$ cat src/rtl/nearest_scale_color_key_rgba_assert.svh
// Assertion macros for the nearest-neighbor scaler with color key.
// Included by the top level; needs nothing else.
`ifndef NEAREST_SCALE_COLOR_KEY_RGBA_ASSERT_SVH
`define NEAREST_SCALE_COLOR_KEY_RGBA_ASSERT_SVH

// Antecedent in one cycle implies the consequent in the same cycle.
`define NCSK_ASSERT_SAME(lbl, clk, rst, ante, cons) \
   lbl: assert property (@(posedge clk) disable iff (rst) (ante) |-> (cons)) \
      else $error("ncsk assertion failed");

// Antecedent in one cycle implies the consequent sequence from the next cycle on.
`define NCSK_ASSERT_NEXT(lbl, clk, rst, ante, cons) \
   lbl: assert property (@(posedge clk) disable iff (rst) (ante) |=> cons) \
      else $error("ncsk assertion failed");

`endif

$ cat src/rtl/ncsk_pkg.sv
`timescale 1ns / 1ps
// Shared types and constants of the nearest-neighbor scaler with color key.
// No dependencies.
package ncsk_pkg;

   // Request modes.
   localparam logic MODE_LOAD  = 1'b0;
   localparam logic MODE_FETCH = 1'b1;

   // Alpha values for keyed and opaque pixels.
   localparam logic [7:0] ALPHA_CLEAR  = 8'h00;
   localparam logic [7:0] ALPHA_OPAQUE = 8'hff;

   // Configuration register indexes (byte address divided by four).
   typedef enum logic [2:0] {
      REG_SRC_WIDTH  = 3'd0,
      REG_SRC_HEIGHT = 3'd1,
      REG_X_SCALE    = 3'd2,
      REG_Y_SCALE    = 3'd3,
      REG_KEY_ENABLE = 3'd4,
      REG_KEY_COLOR  = 3'd5
   } reg_index_type;

   localparam int unsigned CSR_ADDR_WIDTH = 5;
   localparam int unsigned CSR_DATA_WIDTH = 32;

   // Register reset values.
   localparam logic [8:0]  SRC_SIZE_RESET = 9'd256;
   localparam logic [23:0] SCALE_RESET    = 24'h010000;

   // Configuration as seen by the datapath.
   typedef struct packed {
      logic [8:0]  src_width;
      logic [8:0]  src_height;
      logic [23:0] x_scale;
      logic [23:0] y_scale;
      logic        key_enable;
      logic [23:0] key_color;
   } cfg_type;

endpackage

$ cat src/rtl/ncsk_csr.sv
`timescale 1ns / 1ps
// APB-style configuration registers of the scaler.
// Depends on ncsk_pkg.
module ncsk_csr (
   input  logic                                 clock,
   input  logic                                 reset,
   input  logic                                 psel,
   input  logic                                 penable,
   input  logic                                 pwrite,
   input  logic [ncsk_pkg::CSR_ADDR_WIDTH-1:0]  paddr,
   input  logic [ncsk_pkg::CSR_DATA_WIDTH-1:0]  pwdata,
   output logic [ncsk_pkg::CSR_DATA_WIDTH-1:0]  prdata,
   output logic                                 pready,
   output ncsk_pkg::cfg_type                    cfg
);

   ncsk_pkg::cfg_type cfg_ff;
   ncsk_pkg::cfg_type cfg_in;
   logic              wr_hit;
   logic [2:0]        reg_sel;

   assign pready  = 1'b1;
   assign wr_hit  = psel && penable && pwrite;
   assign reg_sel = paddr[4:2];

   // Register write decode; indexes past the list are ignored.
   always_comb begin
      cfg_in = cfg_ff;
      if (wr_hit) begin
         unique case (reg_sel)
            ncsk_pkg::REG_SRC_WIDTH:  cfg_in.src_width  = pwdata[8:0];
            ncsk_pkg::REG_SRC_HEIGHT: cfg_in.src_height = pwdata[8:0];
            ncsk_pkg::REG_X_SCALE:    cfg_in.x_scale    = pwdata[23:0];
            ncsk_pkg::REG_Y_SCALE:    cfg_in.y_scale    = pwdata[23:0];
            ncsk_pkg::REG_KEY_ENABLE: cfg_in.key_enable = pwdata[0];
            ncsk_pkg::REG_KEY_COLOR:  cfg_in.key_color  = pwdata[23:0];
            default: ;
         endcase
      end
   end

   always_ff @(posedge clock) begin
      if (reset) begin
         cfg_ff.src_width  <= ncsk_pkg::SRC_SIZE_RESET;
         cfg_ff.src_height <= ncsk_pkg::SRC_SIZE_RESET;
         cfg_ff.x_scale    <= ncsk_pkg::SCALE_RESET;
         cfg_ff.y_scale    <= ncsk_pkg::SCALE_RESET;
         cfg_ff.key_enable <= 1'b0;
         cfg_ff.key_color  <= 24'd0;
      end else begin
         cfg_ff <= cfg_in;
      end
   end

   // Read mux, zero-extended to the bus width.
   always_comb begin
      unique case (reg_sel)
         ncsk_pkg::REG_SRC_WIDTH:  prdata = {23'd0, cfg_ff.src_width};
         ncsk_pkg::REG_SRC_HEIGHT: prdata = {23'd0, cfg_ff.src_height};
         ncsk_pkg::REG_X_SCALE:    prdata = {8'd0, cfg_ff.x_scale};
         ncsk_pkg::REG_Y_SCALE:    prdata = {8'd0, cfg_ff.y_scale};
         ncsk_pkg::REG_KEY_ENABLE: prdata = {31'd0, cfg_ff.key_enable};
         ncsk_pkg::REG_KEY_COLOR:  prdata = {8'd0, cfg_ff.key_color};
         default:                  prdata = '0;
      endcase
   end

   assign cfg = cfg_ff;

endmodule

$ cat config.mk
export PLATFORM = sky130hd
export DESIGN_NAME = ncsk_csr
export DESIGN_NICKNAME = d
export VERILOG_FILES = /design/src/rtl/nearest_scale_color_key_rgba_assert.svh /design/src/rtl/ncsk_pkg.sv /design/src/rtl/ncsk_csr.sv
export SDC_FILE = /design/constraint.sdc
export NUM_CORES = 1
export LEC_CHECK = 0
export BUFFER_PORTS_ARGS = -buffer_cell sky130_fd_sc_hd__buf_2
export CAP_MARGIN = 20
export CORE_ASPECT_RATIO = 0.75
export CORE_MARGIN = 2
export CORE_UTILIZATION = 25
export DETAILED_ROUTE_END_ITERATION = 6
export MAX_ROUTING_LAYER = met4
export SYNTH_ARGS = -nofsm -noshare
export SYNTH_HDL_FRONTEND = slang
export SYNTH_SLANG_ARGS = --single-unit
$ cat constraint.sdc
create_clock -name clock -period 2.7 [get_ports clock]
set_input_delay 0.405 -clock clock [delete_from_list [all_inputs] [get_ports clock]]
set_output_delay 0.405 -clock clock [all_outputs]
set_load 0.01 [all_outputs]
==> results of run 1 <==
-- cells in the final DEF (no fill, tap or decap), types with 2 or more instances in the layout --
| master | count |
|---|---|
| a221oi_1 | 2 |
| a22oi_1 | 10 |
| buf_12 | 3 |
| buf_2 | 146 |
| buf_4 | 10 |
| clkbuf_16 | 9 |
| clkinvlp_4 | 2 |
| conb_1 | 9 |
| dfxtp_1 | 91 |
| inv_1 | 2 |
| inv_6 | 2 |
| mux2_2 | 7 |
| mux2i_1 | 110 |
| nand2_2 | 3 |
| nand2b_1 | 112 |
| nor2_1 | 10 |
| o21a_1 | 2 |
| o22ai_1 | 6 |
| o2bb2ai_1 | 15 |
-- worst max-delay path by stage --
stage / startpoint / endpoint / slack (ns) / cells after the start
global route: paddr[2] / prdata[0] / 0.47 / 6
floorplan: paddr[2] / prdata[10] / 0.84 / 7
CTS: paddr[2] / prdata[0] / 0.57 / 6
global placement: paddr[4] / prdata[23] / 0.56 / 6
finish: paddr[4] / prdata[6] / 0.56 / 5
detailed placement: paddr[2] / prdata[0] / 0.56 / 6
-- through the flow --
| step | hold slack, ns | std cells | setup slack [ns] |
|---|---|---|---|
| final | 0.331 | 810 | 0.558 |
| after CTS | 0.314 | 810 | 0.567 |
| after floorplan | 0.500 | 437 | 0.842 |
| after global routing | 0.336 | 810 | 0.475 |
| after detailed placement | 0.478 | 794 | 0.564 |
| after global placement | 0.476 | 794 | 0.564 |
-- layer usage --
metal  global-route usage, %  up-vias  share of wire (%)
met5                       -        -                  0
met3                    3.42       14                5.3
li1                        -     1732                  -
met2                    19.9       92                 43
met4                    4.09        0                1.4
met1                    19.3     1650                 51
-- cells by family (layout without fill, tap and decap cells) --
logic type	after synthesis	count (layout)	share of synthesized area [%]
compound gates	37	37	6.54
buf+inv	46	177	6.34
flops	91	91	41.0
mux	118	118	27.1
other cells	2	9	0.169
simple gates	136	136	18.9
-- power by group --
group / switching, W / total [W] / internal, W
sequential: 0.00000789 / 0.00136 / 0.00135
clock: 0.000568 / 0.00132 / 0.000751
combinational: 0.000125 / 0.000218 / 0.0000933
-- final cells by class --
cell class,count,share of cell area (%)
Clock buffer,10,4.21
Inverter,2,0.132
Clock inverter,6,1.26
Timing Repair Buffer,159,15.2
Sequential cell,91,32.1
Tap cell,242,5.33
Multi-Input combinational cell,300,41.7
-- worst max-delay path: cells and delay by family --
kind | cells | cell delay (ns)
buffers and inverters | 2 | 0.40
and+or+nand+nor | 1 | 0.57
AOI/OAI and AO/OA | 2 | 0.35
==> key figures, run 1 <==
Outcome
  • Result of the run: complete, no violations

Global route
  • Maximum number of pins on one net before global-route repair: 118
  • Number of antenna violations at the first check in global routing: 0
  • Via count of the first global-routing pass: 3,349
  • Total global routing overflow: 0
  • Gr usage total: 13.9%
  • Wire length of the first global-routing pass: 19.3 mm

Floorplanning
  • Area enclosed by the die boundary: between 15,000 and 20,000 µm²
  • Die extent in y: ~120 µm
  • Placement row count: 42
  • Initial standard-cell utilization of the core: 25.4%
  • Die X: 158 µm
  • Core area: between 15,000 and 20,000 µm²
  • Top-level port count: 166

Min path
  • Hold Path Cell Cnt: 3
  • Path class of the lowest-slack min-delay path: input port to flip-flop
  • Worst min-delay path endpoint: cfg[16]
  • Startpoint of the tightest hold check path: pwdata[16]

Worst setup path
  • Cell repeated most along the worst path: buf_2
  • Crit-path max FO: 18
  • Sort of element at the end of the critical path: output pin
  • Cell breakdown of the critical path: buf_2, nor2_1, a22oi_1, o22ai_1, buf_2
  • CP max stage delay: 0.57 ns
  • Crit path arrival time: ~1.7 ns
  • Worst r2r src: cfg[58]
  • R2R cell count: 2
  • Worst-case register-to-register setup slack: 2.06 ns
  • Standard cell with the maximum stage delay on the critical path: nor2_1
  • Type of the setup path with the least slack: input port to output pin
  • Endpoint of the worst register-to-register path: cfg[58]
  • Startpoint type of the worst setup path: input port
  • Required time worst endpoint: 2.30 ns

Finish
  • Final design area excluding fillers: 5680 µm²
  • Flip-flop count of the largest register after layout: 91
  • Fin nets: 605
  • Final Core Density: 32.4%
  • Area delta synth->final: 27.9%
  • Area used by multi-input combinational logic: approximately 2400 µm²
  • Count of inserted antenna diode cells: 0
  • Fill cells: about 1,900
  • Sequential Area: 1820 µm²
  • Fraction of layout instances using a drive strength above 1: 33.3%

Clock tree
  • Clock Root Buffer: clkbuf_16
  • Number of setup buffers added after CTS: 0
  • TritonCTS buffer count: 9
  • CTS Buffer Depth: 2
  • Maximum level of the CTS H-tree: 3
  • Clock network latency to the later pin of the worst-skew pair: 0.34 ns
  • Hold buffer count at CTS: 0
  • Clock-pin transition on the worst setup and hold timing paths: 0.07 ns
  • Count of instances resized after the clock tree is built: 0
  • TritonCTS clock tree: yes
  • Number of sinks on the clock net: 91

Routing
  • Vias: between 3,000 and 4,000
  • Count of nets left with antenna violations after detail routing: 0
  • Total wirelength of the detailed-routed design: 12.4 mm
  • First-pass iteration count of the detailed router: 4
  • Routed length per placed instance: 15.4 µm
  • Drt first-iter violations: approximately 140
  • Vias/cell: 4.31
  • Post-route DRC: 0

Yosys
  • Most frequent cell after synthesis: nand2b_1
  • Largest cells by area after synthesis: dfxtp_1 (41%), mux2i_1 (25%), nand2b_1 (16%)
  • Post-synthesis sequential area ratio: about two fifths
  • Register bit count reported by yosys: 91
  • Synth cell count leaders: nand2b_1 (112), mux2i_1 (110), dfxtp_1 (91), clkbuf_1 (19), o2bb2ai_1 (15)
  • Fraction of synthesized cell area taken by the top area cell type: 41.0%
  • Yosys warnings: 0
  • Post-synthesis instance area: approximately 4400 µm²
  • Number of enable-type register cells in the synthesized netlist: 0
  • Average cell area after synthesis: 10.3 µm²
  • Primary flip-flop cell chosen by synthesis mapping: dfxtp_1
  • Count of distinct cell types in the synthesized netlist: 31
  • Async set or reset register ratio after synthesis: 0%
  • Top cell type by total area after synthesis: dfxtp_1
  • Mapped Cells: 430

Placement
  • Cell area after placement: 5370 µm²
  • Final RePlAce weighted congestion: 0.762
  • Placed wire-length estimate after detailed placement: 8.75 mm
  • Count of input and output buffers: about 150

STA
  • Clock Skews: 0 ns
  • Setup repair after global routing missed its margin: false
  • Worst-Margin Slew: 0.667 ns
  • Slew headroom: 55.4%
  • Number of endpoints with negative hold slack in the final report: 0
  • Post-route minimum period: 2.14 ns
  • Max-slew violation count: 0
  • Final TNS setup: 0 ns
  • Final setup violating endpoints: 0
  • Fin crit share: 79.3%
  • Fmax achieved: 467 MHz

Power
  • Largest voltage drop on the vdd net: roughly 0.23 mV
  • Static leakage: 2.85 nW
  • Post-layout total power: 0.00290 W
  • Pwr Density: 510 nW/µm²

Run
  • Reported max-cap violation count: 0
(Power assumes the default switching activity.)
==> inputs of run 2 (changes only) <==
- ABC_AREA: default -> 1
- clock period: 2.7 -> 2 ns (I/O delays scaled with it)
==> key figures, run 2 <==
Power
  • Pwr Density: between 600 and 700 nW/µm²
  • Largest voltage drop on the vdd net: 0.304 mV
  • Static leakage: 2.88 nW

Clock tree
  • TritonCTS clock tree: yes
  • Hold buffer count at CTS: 0
  • Number of setup buffers added after CTS: 0
  • CTS Buffer Depth: 2
  • Maximum level of the CTS H-tree: 3
  • Clock Root Buffer: clkbuf_16
  • Count of instances resized after the clock tree is built: 0
  • TritonCTS buffer count: 9
  • Clock-pin transition on the worst setup and hold timing paths: 0.06 ns
  • Number of sinks on the clock net: 91
  • Clock network latency to the later pin of the worst-skew pair: 0.34 ns

Placement
  • Final RePlAce weighted congestion: 0.792
  • Count of input and output buffers: 146
  • Placed instance count: 1,075
  • Placed wire-length estimate after detailed placement: 10.1 mm
  • Worst slack after detailed placement: 0.268 ns

Yosys
  • Register bit count reported by yosys: 91
  • Yosys warnings: 0
  • Most frequent cell after synthesis: nand2_1
  • Post-synthesis instance area: 4500 µm²
  • Average cell area after synthesis: 6.39 µm²
  • Async set or reset register ratio after synthesis: 0%
  • Top cell type by total area after synthesis: dfxtp_1
  • Largest cells by area after synthesis: dfxtp_1 (40%), nand2_1 (18%), nor2_1 (17%)
  • Fraction of synthesized cell area taken by the top area cell type: 40.5%
  • Number of enable-type register cells in the synthesized netlist: 0
  • Primary flip-flop cell chosen by synthesis mapping: dfxtp_1
  • Post-synthesis sequential area ratio: 40.5%
  • Count of distinct cell types in the synthesized netlist: 21
  • Synth cell count leaders: nand2_1 (212), nor2_1 (201), dfxtp_1 (91), nand3_1 (67), inv_1 (46)
  • Mapped Cells: between 700 and 800

Routing
  • Total wirelength of the detailed-routed design: around 14 mm
  • Vias: 4,534
  • Drt first-iter violations: 253
  • Vias/cell: 4.16
  • First-pass iteration count of the detailed router: 4
  • Routed length per placed instance: 12.9 µm
  • Count of nets left with antenna violations after detail routing: 0
  • Post-route DRC: 0

Worst setup path
  • Critical path's top delay family: simple AND/OR/NAND/NOR gates
  • Standard cell with the maximum stage delay on the critical path: nor2_4
  • Crit-path max FO: 12
  • Crit path arrival time: around 1.4 ns
  • Startpoint type of the worst setup path: input port
  • CP max stage delay: 0.21 ns
  • Sort of element at the end of the critical path: output pin
  • Cell breakdown of the critical path: buf_2, buf_12, nor2_4, nand2_1, nor2_1, nor2_1, nand2_1, buf_2
  • Type of the setup path with the least slack: input port to output pin
  • Required time worst endpoint: 1.70 ns
  • Number of buffer and inverter stages on the critical path: 3

Global route
  • Wire length of the first global-routing pass: 21.9 mm
  • Grt peak-use layer: met2
  • Gr usage total: roughly 15%
  • Via count of the first global-routing pass: 3,896
  • Total global routing overflow: 0
  • Met3 usage: roughly 3.8%
  • Global-route track usage on met1: 20.6%
  • Number of antenna violations at the first check in global routing: 0
  • Maximum number of pins on one net before global-route repair: between 40 and 50
  • Met2 global-route usage: between 20 and 25%

Finish
  • Number of cells in the finished layout apart from fillers: between 1,000 and 1,500
  • Area delta synth->final: 29.0%
  • Fin nets: slightly below 900
  • Sequential Area: about 1800 µm²
  • Commonest non-fill, non-tap cell in the layout: nand2_1
  • Count of inserted antenna diode cells: 0
  • Final Core Density: 32.9%
  • Flip-flop count of the largest register after layout: slightly above 90
  • Area used by multi-input combinational logic: 2200 µm²
  • Commonest non-fill, non-tap cells in the layout: nand2_1 (212), nor2_1 (201), buf_2 (146)
  • Fraction of layout instances using a drive strength above 1: 23.4%
  • Fill cells: roughly 2,000

STA
  • Clock Skews: 0 ns
  • Fmax achieved: 575 MHz
  • Final TNS setup: 0 ns
  • Least setup slack across all paths after layout: 0.262 ns
  • Fin crit share: 86.9%
  • Post-route minimum period: 1.74 ns
  • Number of endpoints with negative hold slack in the final report: 0
  • Max-slew violation count: 0
  • Final setup violating endpoints: 0
  • Setup repair after global routing missed its margin: false

Min path
  • Path class of the lowest-slack min-delay path: input port to flip-flop

Floorplanning
  • Placement row count: 42
  • Core area: 17,700 µm²
  • Initial standard-cell utilization of the core: between 20% and 30%
  • Top-level port count: about 170
  • Die X: 159 µm
  • Area enclosed by the die boundary: 19,100 µm²
  • Die extent in y: between 100 and 150 µm

Outcome
  • Result of the run: complete, no violations

Run
  • Reported max-cap violation count: 0
run 2: cell count changes after synthesis, sizes merged, moves of 6 or more:
cell     change
mux2         -7
o22ai        -6
nand2      +208
nand2b     -112
a22oi       -10
clkbuf      -17
mux2i      -110
nand3       +71
buf         +20
inv         +46
nor2       +199
nand4       +12
a21oi        +7
o2bb2ai     -15
run 2: worst reg2reg max path, cell delays in order, from the launching register on:
cell	delay, ns
dfxtp_1	0.34
o21ai_0	0.08
nand3_1	0.08
run 2: logic make-up (layout without fill, tap and decap cells):
logic type / count (synthesis) / count (layout) / share of synthesized area (%)
AO/OA/AOI/OAI: 11 / 11 / 1.22
buffers and inverters: 96 / 233 / 11.3
other: 2 / 9 / 0.167
AND/OR/NAND/NOR: 505 / 505 / 46.8
flip-flops: 91 / 91 / 40.5
run 2: routing by layer:
| layer | wire (µm) | vias to the layer above |
|---|---|---|
| met1 | 6980 | 1987 |
| li1 | - | 2413 |
| met2 | 6080 | 124 |
| met5 | 0 | - |
| met3 | 853 | 10 |
| met4 | 150 | 0 |
run 2: power by group:
group / switching (W) / total [W] / internal (W)
clock: 0.000714 / 0.00171 / 0.000997
sequential: 0.0000184 / 0.00185 / 0.00184
combinational: 0.000250 / 0.000380 / 0.000130
total: 0.000982 / 0.00394 / 0.00296
run 2: stage by stage:
step / hold WS (ns) / area, µm² / power, W
after floorplan: 0.426 / 4530 / 0.00214
after global routing: 0.208 / 5810 / 0.00412
final: 0.209 / 5810 / 0.00394
after CTS: 0.191 / 5810 / 0.00401
after global placement: 0.487 / 5510 / 0.00228
after detailed placement: 0.489 / 5510 / 0.00228
run 2: layout make-up:
cell class / count / share of cell area (%)
multi-input cells: 525 / 37.9
flip-flops and latches: 91 / 31.4
repair buffers: 168 / 17.2
well taps: 242 / 5.22
clock buffers: 11 / 4.18
inverters: 49 / 3.23
clock inverters: 5 / 0.905
run 2: worst paths after layout:
path	start	endpoint	slack (ns)	cells past startpoint
max	paddr[2]	prdata[0]	0.26	8
min	pwdata[16]	cfg[41]	0.21	3
max reg2reg	cfg[65]	cfg[65]	1.39	2
min reg2reg	cfg[59]	cfg[59]	0.49	2
