File: src/rtl/nearest_scale_color_key_rgba_assert.svh
// Assertion macros for the nearest-neighbor scaler with color key.
// Included by the top level; needs nothing else.
`ifndef NEAREST_SCALE_COLOR_KEY_RGBA_ASSERT_SVH
`define NEAREST_SCALE_COLOR_KEY_RGBA_ASSERT_SVH

// Antecedent in one cycle implies the consequent in the same cycle.
`define NCSK_ASSERT_SAME(lbl, clk, rst, ante, cons) \
   lbl: assert property (@(posedge clk) disable iff (rst) (ante) |-> (cons)) \
      else $error("ncsk assertion failed");

// Antecedent in one cycle implies the consequent sequence from the next cycle on.
`define NCSK_ASSERT_NEXT(lbl, clk, rst, ante, cons) \
   lbl: assert property (@(posedge clk) disable iff (rst) (ante) |=> cons) \
      else $error("ncsk assertion failed");

`endif

File: src/rtl/ncsk_scale.sv
`timescale 1ns / 1ps
// One axis of the coordinate mapper: registered coord * scale in Q8.16,
// then the integer part clamped to the effective source size minus one. No dependencies.
module ncsk_scale #(
   parameter int unsigned MAX_SIDE    = 256,
   parameter int unsigned INDEX_WIDTH = 8
) (
   input  logic                   clock,
   input  logic [7:0]             coord,
   input  logic [23:0]            scale,
   input  logic [8:0]             size,
   output logic [INDEX_WIDTH-1:0] index
);

   localparam logic [15:0] MaxLast = 16'(MAX_SIDE - 1);

   logic [31:0] product_ff;
   logic [31:0] product_in;
   logic [15:0] size_m1;
   logic [15:0] last;
   logic [15:0] pos;
   logic [15:0] clamped;

   // Exact product; the integer part sits in the upper 16 bits.
   assign product_in = {24'd0, coord} * {8'd0, scale};

   always_ff @(posedge clock) begin
      product_ff <= product_in;
   end

   // Effective size minus one: zero size acts as one, oversize saturates.
   assign size_m1 = (size == 9'd0) ? 16'd0 : ({7'd0, size} - 16'd1);
   assign last    = (size_m1 > MaxLast) ? MaxLast : size_m1;

   // Clamp the source position to the last row or column.
   assign pos     = product_ff[31:16];
   assign clamped = (pos > last) ? last : pos;
   assign index   = clamped[INDEX_WIDTH-1:0];

endmodule

File: config.mk
export PLATFORM = sky130hd
export DESIGN_NAME = ncsk_scale
export DESIGN_NICKNAME = d
export VERILOG_FILES = /design/src/rtl/nearest_scale_color_key_rgba_assert.svh /design/src/rtl/ncsk_scale.sv
export SDC_FILE = /design/constraint.sdc
export NUM_CORES = 1
export LEC_CHECK = 0
export ABC_CLOCK_PERIOD_IN_PS = 15100
export BUFFER_PORTS_ARGS = -buffer_cell sky130_fd_sc_hd__clkbuf_2
export CAP_MARGIN = 20
export CORE_MARGIN = 5
export CORE_UTILIZATION = 45
export CTS_CLUSTER_SIZE = 30
export DETAILED_ROUTE_END_ITERATION = 8
export PLACE_DENSITY = 0.69
export SYNTH_ARGS = -nofsm -noshare
export SYNTH_HDL_FRONTEND = slang
export SYNTH_SLANG_ARGS = --single-unit
File: constraint.sdc
create_clock -name clock -period 15.1 [get_ports clock]
set_clock_uncertainty 0.05 [all_clocks]
set_input_delay 2.265 -clock clock [delete_from_list [all_inputs] [get_ports clock]]
set_output_delay 2.265 -clock clock [all_outputs]
set_load 0.02 [all_outputs]
==> results of run 1 <==
metal layers:
layer | global-route usage [%] | up-vias | wire [um]
met1 | 22.9 | 2616 | 6340
met4 | 2.60 | 0 | 204
met2 | 33.0 | 80 | 7570
met5 | 0 | - | 0
li1 | - | 2498 | -
met3 | 1.18 | 13 | 347
cell families after synthesis:
family | after synthesis | synth area share (%)
DFF | 16 | 4.76
AOI/OAI and AO/OA | 97 | 9.49
muxes | 8 | 1.21
and+or+nand+nor | 276 | 22.5
xor gates and xnor gates | 19 | 2.47
buffers and inverters | 177 | 9.90
adders and majority gates | 189 | 49.7
worst paths after layout:
path,end,depth (start not counted),start,slack (ns)
setup / recovery,index[0],15,size[0],7.30
hold / removal,product_ff[31],5,scale[23],2.78
placed cells by master (no fill, tap or decap), types with 9 or more instances in the layout:
cell type / Yosys / layout
inv_1: 155 / 155
and2_1: 148 / 148
fa_1: 131 / 131
nand2_1: 64 / 64
ha_1: 58 / 58
clkbuf_2: 1 / 49
a21oi_1: 30 / 30
nor2_1: 21 / 21
dfxtp_1: 16 / 16
o21ai_0: 15 / 15
xnor2_1: 15 / 15
nor3_1: 10 / 10
a21o_1: 9 / 9
tightest hold or removal path, stage by stage:
cell and delay (ns):
clkbuf_2 0.16, and2_1 0.17, fa_1 0.20, xnor2_1 0.09, xnor2_1 0.13
per-stage QoR:
step	utilization (%)	total power (W)	hold slack (ns)
final	49.5	0.00107	2.78
after global routing	49.5	0.00123	2.87
after CTS	49.5	0.00108	2.80
after detailed placement	48.8	0.00102	2.78
after global placement	48.8	0.00101	2.78
after floorplan	-	0.000815	2.70
power groups by stage:
| stage | logic, W | clock network, W | registers (W) |
|---|---|---|---|
| floorplan | 0.000735 | 0 | 0.0000796 |
| global placement | 0.000929 | 0 | 0.0000825 |
| detailed placement | 0.000936 | 0 | 0.0000832 |
| CTS | 0.000943 | 0.0000562 | 0.0000829 |
| global route | 0.00108 | 0.0000584 | 0.0000852 |
| finish | 0.000934 | 0.0000548 | 0.0000821 |
layout make-up:
class / instances / area [um2] / area share (%)
clock buffers: 4 / 88.8 / 1.23
inverters: 155 / 582 / 8.06
multi-input cells: 589 / 5750 / 79.7
flip-flops and latches: 16 / 320 / 4.44
well taps: 184 / 230 / 3.19
repair buffers: 49 / 245 / 3.40
==> flow_metrics.env, run 1 <==
export IMPL_outcome="finished clean"
export IMPL_htreeDepth=1
export IMPL_ys_dominant_reg_cell="dfxtp_1"
export IMPL_wl_per_cell_um=14.5
export IMPL_yosysWarnings=0
export IMPL_grt_pass1_vias=5650
export IMPL_crit_path_end_kind="output pin"
export IMPL_routed_wl_mm=14.5
export IMPL_hold_class="in2reg"
export IMPL_vias_per_cell=5.22
export IMPL_max_stage_delay_ns=0.50
export IMPL_synth_top_area_share_pct=38.9
export IMPL_maxCapViolations=0
export IMPL_dpl_cell_area_um2=7130
export IMPL_sw_frac_of_total_pct=53.8
export IMPL_arrival_ns=5.48
export IMPL_dpl_cell_count=993
export IMPL_synth_edf_count=0
export IMPL_dieHeight_um=132
export IMPL_largest_register_ffs=16
export IMPL_regMostFlops="product_ff"
export IMPL_combinationalPowerShare_pct=87.2
export IMPL_p_leak_nw=3.62
export IMPL_dp_slack_ns=7.29
export IMPL_grt_max_degree=25
export IMPL_crit_fanout=8
export IMPL_grt_pass1_wl_mm=26.5
export IMPL_die_w_um=132
export IMPL_ir_drop_uv=82.9
export IMPL_final_hold_viol_count=0
export IMPL_overflow=0
export IMPL_synth_most_common_cell="inv_1"
export IMPL_synth_area_um2=6740
export IMPL_numCtsBuffers=3
export IMPL_fillers=1411
export IMPL_grtUsageTotal_pct=17.7
export IMPL_ys_types=52
export IMPL_antenna_found_initial=0
export IMPL_drv_slew=0
export IMPL_dp_hpwl_mm=12.0
export IMPL_cp_start_kind="input port"
export IMPL_drtPass1Iterations=4
export IMPL_syn_inst=782
export IMPL_area_growth_synth_to_final_pct=7.11
export IMPL_setup_violations=0
export IMPL_pwr_share_seq_pct=7.7
export IMPL_synth_avg_cell_area_um2=8.61
export IMPL_synthArstFlopShare_pct=0
export IMPL_vias=5207
export IMPL_post_cts_setup_buffers=0
export IMPL_fp_coreArea_um2=14600
export IMPL_rows=44
export IMPL_required_ns=12.79
export IMPL_cts_sinks=16
export IMPL_setup_tns_ns=0
export IMPL_postCtsHoldBufs=0
export IMPL_power_density_nw_per_um2=148
export IMPL_fmax_ghz=0.128
export IMPL_io_buffers=49
export IMPL_max_slew_margin_pct=58.7
export IMPL_start_util_pct=46.2
export IMPL_rsz0062_at_grt="no"
export IMPL_drc=0
export IMPL_top_regs="product_ff: 16 flops"
export IMPL_syn_nets=1013
export IMPL_share_clk_of_total_power_pct=5.1
export IMPL_p_int_w=0.000495
export IMPL_cp_cell_sequence="clkbuf_2, inv_1, ha_1, nand2_1, or2_2, nor4_2, o21a_1, ha_1, a21o_1, a21o_1, a21oi_1, o21ai_0, a21oi_2, mux2_2, clkbuf_2"
export IMPL_fin_cells=997
export IMPL_place_congestion=0.858
export IMPL_netlist_top_cells_count="inv_1, and2_1, fa_1"
export IMPL_design_area_um2=7210
export IMPL_min_period_ns=7.80
export IMPL_seq_area_frac_synth_pct=4.76
export IMPL_io_pins=50
export IMPL_cts_max_path_buffers=2
export IMPL_ys_top_cells_by_area="fa_1, and2_1, ha_1, inv_1, dfxtp_1"
export IMPL_drtIter0Drc=237
export IMPL_setup_slack_ns=7.30
export IMPL_fin_crit_sh_pct=51.6
export IMPL_criticalPathCategory="in2out"
export IMPL_power_switching_w=0.000576
export IMPL_route_antenna_remaining_nets=0
export IMPL_ctsResizeCount=0
export IMPL_nNetsFinal=1045
export IMPL_ctsRootBufferMaster="clkbuf_16"
export IMPL_clk_pin_slew_ns=0.05
export IMPL_synth_seq_cells=16
export IMPL_yosys_area_top_type="fa_1"
export IMPL_cpMaxStageDelayCell="a21oi_2"
export IMPL_cp_top_family="compound AO/OA/AOI/OAI gates"
export IMPL_tightestPinTransition_ns=0.604
export IMPL_crit_buf_inv=3
export IMPL_drive_above_1_share_pct=8.12
export IMPL_cts_tree="yes"
export IMPL_antenna_cells=0
export IMPL_die_area_um2=17500
No activity file was read; power rests on OpenSTA's default activity.
==> run 2: changes to the inputs <==
Settings changed: ABC_CLOCK_PERIOD_IN_PS 15100 to 6750, PLACE_DENSITY 0.69 to 0.71.
Clock period 15.1 ns to 6.75 ns, I/O delays scaled along.
==> run 2 against run 1 <==
Worst hold slack got worse by 1.2 ns. Combinational power grew 130%. Clock-buffer cell count is the same. First-iteration DRC count grew 32%. Via count is 1.7% higher. Final cell count unchanged. Wire length is 2.1% higher. Setup slack worse by 6.2 ns. Clock power is 120% higher. Final area is the same. Sequential cell count unchanged.
==> flow_metrics.env, run 2 (synthesized netlist as in run 1, its figures left out) <==
export IMPL_antenna_found_initial=0
export IMPL_start_util_pct=46.2
export IMPL_pwr_share_seq_pct=7.5
export IMPL_tightestPinTransition_ns=0.608
export IMPL_cpMaxStageDelayCell="fa_1"
export IMPL_wl_per_cell_um=14.8
export IMPL_drtPass1Iterations=5
export IMPL_cp_top_family="adder cells"
export IMPL_cp_cell_sequence="clkbuf_2, and2_1, fa_1, fa_1, fa_1, inv_1, fa_1, inv_1, ha_1, a21oi_1, o21ai_0, a211oi_1, o21ai_0, o31ai_2, o21bai_1, xor2_1"
export IMPL_power_switching_w=0.00130
export IMPL_rsz0062_at_grt="no"
export IMPL_top_regs="product_ff: 16 flops"
export IMPL_drtIter0Drc=314
export IMPL_die_w_um=132
export IMPL_hold_end="product_ff[31]"
export IMPL_criticalPathCategory="in2reg"
export IMPL_power_density_nw_per_um2=335
export IMPL_whs_path_depth=5
export IMPL_p_leak_nw=3.62
export IMPL_crit_fanout=24
export IMPL_dp_slack_ns=0.912
export IMPL_share_clk_of_total_power_pct=5.0
export IMPL_p_int_w=0.00111
export IMPL_drive_above_1_share_pct=8.12
export IMPL_setup_violations=0
export IMPL_min_period_ns=5.63
export IMPL_combinationalPowerShare_pct=87.4
export IMPL_grt_pass1_wl_mm=26.7
export IMPL_crit_path_end_kind="flop"
export IMPL_dp_hpwl_mm=12.2
export IMPL_clk_pin_slew_ns=0.04
export IMPL_die_area_um2=17500
export IMPL_max_slew_margin_pct=58.4
export IMPL_crit_buf_inv=3
export IMPL_final_hold_viol_count=0
export IMPL_routed_wl_mm=14.8
export IMPL_io_buffers=49
export IMPL_cts_sinks=16
export IMPL_fin_util_pct=49.5
export IMPL_postCtsHoldBufs=0
export IMPL_ctsRootBufferMaster="clkbuf_16"
export IMPL_ctsResizeCount=0
export IMPL_grt_max_degree=25
export IMPL_regMostFlops="product_ff"
export IMPL_setup_tns_ns=0
export IMPL_route_antenna_remaining_nets=0
export IMPL_max_stage_delay_ns=0.55
export IMPL_largest_register_ffs=16
export IMPL_final_common_cell="inv_1"
export IMPL_htreeDepth=1
export IMPL_io_pins=50
export IMPL_area_growth_synth_to_final_pct=7.11
export IMPL_drc=0
export IMPL_post_cts_setup_buffers=0
export IMPL_place_congestion=0.865
export IMPL_outcome="finished clean"
export IMPL_min_delay_start="scale[23]"
export IMPL_rows=44
export IMPL_vias_per_cell=5.31
export IMPL_required_ns=6.82
export IMPL_vias=5295
export IMPL_grtUsageTotal_pct=17.9
export IMPL_setup_slack_ns=1.12
export IMPL_nNetsFinal=1045
export IMPL_hold_class="in2reg"
export IMPL_layout_common_cells="inv_1, and2_1, fa_1"
export IMPL_fp_coreArea_um2=14600
export IMPL_arrival_ns=5.70
export IMPL_maxCapViolations=0
export IMPL_cp_start_kind="input port"
export IMPL_grt_pass1_vias=5714
export IMPL_fmax_ghz=0.178
export IMPL_fin_crit_sh_pct=83.4
export IMPL_cp_common_cell="fa_1"
export IMPL_cts_max_path_buffers=2
export IMPL_ir_drop_uv=219
export IMPL_cts_tree="yes"
export IMPL_numCtsBuffers=3
export IMPL_antenna_cells=0
export IMPL_drv_slew=0
export IMPL_dieHeight_um=132
export IMPL_sw_frac_of_total_pct=53.8
export IMPL_overflow=0
-- run 2: area by class of cell --
cell class	instances	area, um2
Fill cell	1406	7370
Clock buffer	4	88.8
Sequential cell	16	320
Multi-Input combinational cell	589	5750
Tap cell	184	230
Timing Repair Buffer	49	245
Inverter	155	582
-- run 2: how the worst max path moves through the flow --
stage          slack, ns  depth (start not counted)     start        endpoint
2_1_floorplan       1.47                         16  coord[6]  product_ff[25]
3_3_place_gp        0.98                         16  coord[4]  product_ff[25]
3_5_place_dp        0.91                         16  coord[4]  product_ff[25]
4_1_cts             1.15                         16  coord[4]  product_ff[25]
5_1_grt             0.80                         16  coord[3]  product_ff[25]
6_report            1.12                         16  coord[4]  product_ff[25]
-- run 2: power groups by stage --
stage | registers (W) | logic [W] | clock network (W)
CTS | 0.000183 | 0.00212 | 0.000125
global placement | 0.000185 | 0.00208 | 0
floorplan | 0.000178 | 0.00164 | 0
global route | 0.000189 | 0.00243 | 0.000128
finish | 0.000182 | 0.00211 | 0.000121
detailed placement | 0.000185 | 0.00211 | 0
-- run 2: layer usage --
| metal | GRT usage (%) | vias to the layer above | part of all wire (%) |
|---|---|---|---|
| li1 | - | 2490 | - |
| met1 | 23.5 | 2679 | 44 |
| met4 | 3.73 | 0 | 2.0 |
| met5 | 0 | - | 0 |
| met3 | 1.30 | 20 | 2.4 |
| met2 | 32.4 | 106 | 51 |
-- run 2: tightest hold or removal path: cells and delay by family --
family / cells / cell delay, ns
adder cells (fa/ha/maj): 1 / 0.19
XOR/XNOR: 2 / 0.24
AND/OR/NAND/NOR: 1 / 0.17
buffers and inverters: 1 / 0.16
-- run 2: stage by stage --
stage          power (W)  cells  area (um2)  hold WS [ns]
2_1_floorplan    0.00182    782        6740          1.45
3_3_place_gp     0.00227    993        7130          1.52
3_5_place_dp     0.00229    993        7130          1.52
4_1_cts          0.00243    997        7210          1.53
5_1_grt          0.00275    997        7210          1.62
6_report         0.00241    997        7210          1.54
==> run 3: changes to the inputs <==
Settings changed: ABC_AREA set to 1, ABC_CLOCK_PERIOD_IN_PS 6750 to 4820.
Clock period 6.75 ns to 4.82 ns, I/O delays scaled along.
==> run 3 against run 2 <==
Final cell count grew 38%. Largest power group unchanged. Area after synthesis grew 9.6%. Critical path depth grew 3. Worst hold slack lost 0.34 ns. Clock power grew 46%. Setup slack lost 0.86 ns. Sequential share of layout area shrank 0.54 points. Via count grew 23%. Synthesized cell count grew 42%. Final area grew 14%.
==> flow_metrics.env, run 3 <==
export IMPL_regMostFlops="product_ff"
export IMPL_synth_most_common_cell="inv_1"
export IMPL_area_growth_synth_to_final_pct=11.4
export IMPL_top_layer_used="met4"
export IMPL_layout_common_cells="inv_1, nand2_1, fa_1"
export IMPL_wl_per_cell_um=12.2
export IMPL_ys_top_cells_by_area="fa_1, inv_1, nand2_1, ha_1, dfxtp_1"
export IMPL_multi_input_area_um2=5610
export IMPL_cts_max_path_buffers=2
export IMPL_io_pins=50
export IMPL_drtIter0Drc=325
export IMPL_arrival_ns=4.68
export IMPL_setup_slack_ns=0.259
export IMPL_setup_violations=0
export IMPL_crit_fanout=18
export IMPL_antenna_found_initial=0
export IMPL_grtUsageTotal_pct=18.7
export IMPL_route_antenna_remaining_nets=0
export IMPL_syn_inst=1108
export IMPL_required_ns=4.93
export IMPL_dp_hpwl_mm=14.6
export IMPL_tightestPinTransition_ns=0.580
export IMPL_met3_length_um=548
export IMPL_ys_types=29
export IMPL_post_cts_setup_buffers=0
export IMPL_vias=6523
export IMPL_drtPass1Iterations=5
export IMPL_cts_tree="yes"
export IMPL_synth_area_um2=7380
export IMPL_whs_ns=1.20
export IMPL_dieHeight_um=138
export IMPL_setup_tns_ns=0
export IMPL_fin_crit_sh_pct=94.6
export IMPL_final_hold_viol_count=0
export IMPL_cp_start_kind="input port"
export IMPL_grt_max_degree=24
export IMPL_cts_sinks=16
export IMPL_hold_class="in2reg"
export IMPL_synthArstFlopShare_pct=0
export IMPL_maxCapViolations=0
export IMPL_numCtsBuffers=3
export IMPL_vias_per_cell=4.73
export IMPL_final_common_cell="inv_1"
export IMPL_start_util_pct=46.1
export IMPL_clk_pin_slew_ns=0.05
export IMPL_drive_above_1_share_pct=8.93
export IMPL_dr_wl_met2_mm=8.68
export IMPL_fmax_ghz=0.219
export IMPL_ys_dominant_reg_cell="dfxtp_1"
export IMPL_syn_nets=1339
export IMPL_ctsRootBufferMaster="clkbuf_16"
export IMPL_yosysWarnings=0
export IMPL_synth_edf_count=0
export IMPL_outcome="finished clean"
export IMPL_totalPowerFinal_w=0.00400
export IMPL_overflow=0
export IMPL_htreeDepth=1
export IMPL_min_period_ns=4.56
export IMPL_fillers=1636
export IMPL_drt_met1_wl_mm=7.39
export IMPL_largest_register_ffs=16
export IMPL_die_w_um=138
export IMPL_drv_slew=0
export IMPL_place_congestion=0.918
export IMPL_fin_cells=1380
export IMPL_synth_top_area_share_pct=35.5
export IMPL_die_area_um2=19100
export IMPL_rsz0062_at_grt="no"
export IMPL_routed_wl_mm=16.9
export IMPL_io_buffers=49
export IMPL_power_density_nw_per_um2=486
export IMPL_regArea_um2=320
export IMPL_criticalPathCategory="in2reg"
export IMPL_top_regs="product_ff: 16 flops"
export IMPL_dpl_cell_count=1376
export IMPL_ir_drop_uv=337
export IMPL_synth_avg_cell_area_um2=6.66
export IMPL_synth_seq_cells=16
export IMPL_rows=46
export IMPL_nNetsFinal=1396
export IMPL_drc=0
export IMPL_crit_path_end_kind="flop"
export IMPL_max_slew_margin_pct=61.3
export IMPL_netlist_top_cells_count="inv_1, nand2_1, fa_1"
export IMPL_fp_coreArea_um2=16000
export IMPL_p_leak_nw=5.35
export IMPL_antenna_cells=0
export IMPL_yosys_area_top_type="fa_1"
export IMPL_grt_pass1_vias=6935
export IMPL_grt_pass1_wl_mm=31.1
export IMPL_seq_area_frac_synth_pct=4.34
export IMPL_dp_slack_ns=0.00700
## run 3: per-layer routing
metal  track usage, %  up-vias
li1                 -     3269
met1             24.3     3097
met2             34.7      131
met3            0.828       26
met4             3.64        0
met5                0        -
## run 3: what timing repair did
action | CTS | global route
setup endpoints to repair | 0 | 2
resized for setup | 0 | 3
hold buffers | 0 | 0
## run 3: final cells by class
cell class                 count  area share, %
multi-input combinational    707           68.2
inverter                     346           15.8
timing repair buffer          91           7.73
sequential                    16           3.90
tap                          216           3.29
clock buffer                   4           1.08
## run 3: power breakdown
part	switching, W	internal (W)	leakage [nW]	total, W
Sequential	0.0000339	0.000224	0.135	0.000258
Clock	0.0000512	0.000126	0.0442	0.000177
Combinational	0.00212	0.00145	5.17	0.00357
## run 3: critical path: stages
cell and delay, ns:
clkbuf_2 0.10, buf_12 0.15, nand2_1 0.06, inv_1 0.05
fa_1 0.51, fa_1 0.53, fa_1 0.55, inv_1 0.06
fa_1 0.53, inv_1 0.04, ha_1 0.35, nand2_1 0.10
nor2_1 0.17, inv_1 0.11, nor2_1 0.16, nand4_1 0.12
nand3_1 0.14, nor2_1 0.06, nor2_1 0.16
## run 3: cell families after synthesis
logic type                 count (synthesis)  synth area share, %
adders and majority gates                189                 45.4
buffers and inverters                    385                 19.8
AOI/OAI and AO/OA                         88                 6.64
and+or+nand+nor                          422                 22.9
DFF                                       16                 4.34
xor gates and xnor gates                   8                0.949
## run 3: stage by stage
| stage | instance area (um2) | util (%) |
|---|---|---|
| global route | 8220 | 51.4 |
| CTS | 8220 | 51.3 |
| detailed placement | 8130 | 50.8 |
| global placement | 8130 | 50.8 |
| finish | 8220 | 51.4 |
| floorplan | 7380 | - |
## run 3: path summary, 6_finish.rpt
path / start / end / slack [ns] / cells after the start
worst max-delay path: coord[7] / product_ff[20] / 0.26 / 19
worst min-delay path: scale[23] / product_ff[31] / 1.20 / 7
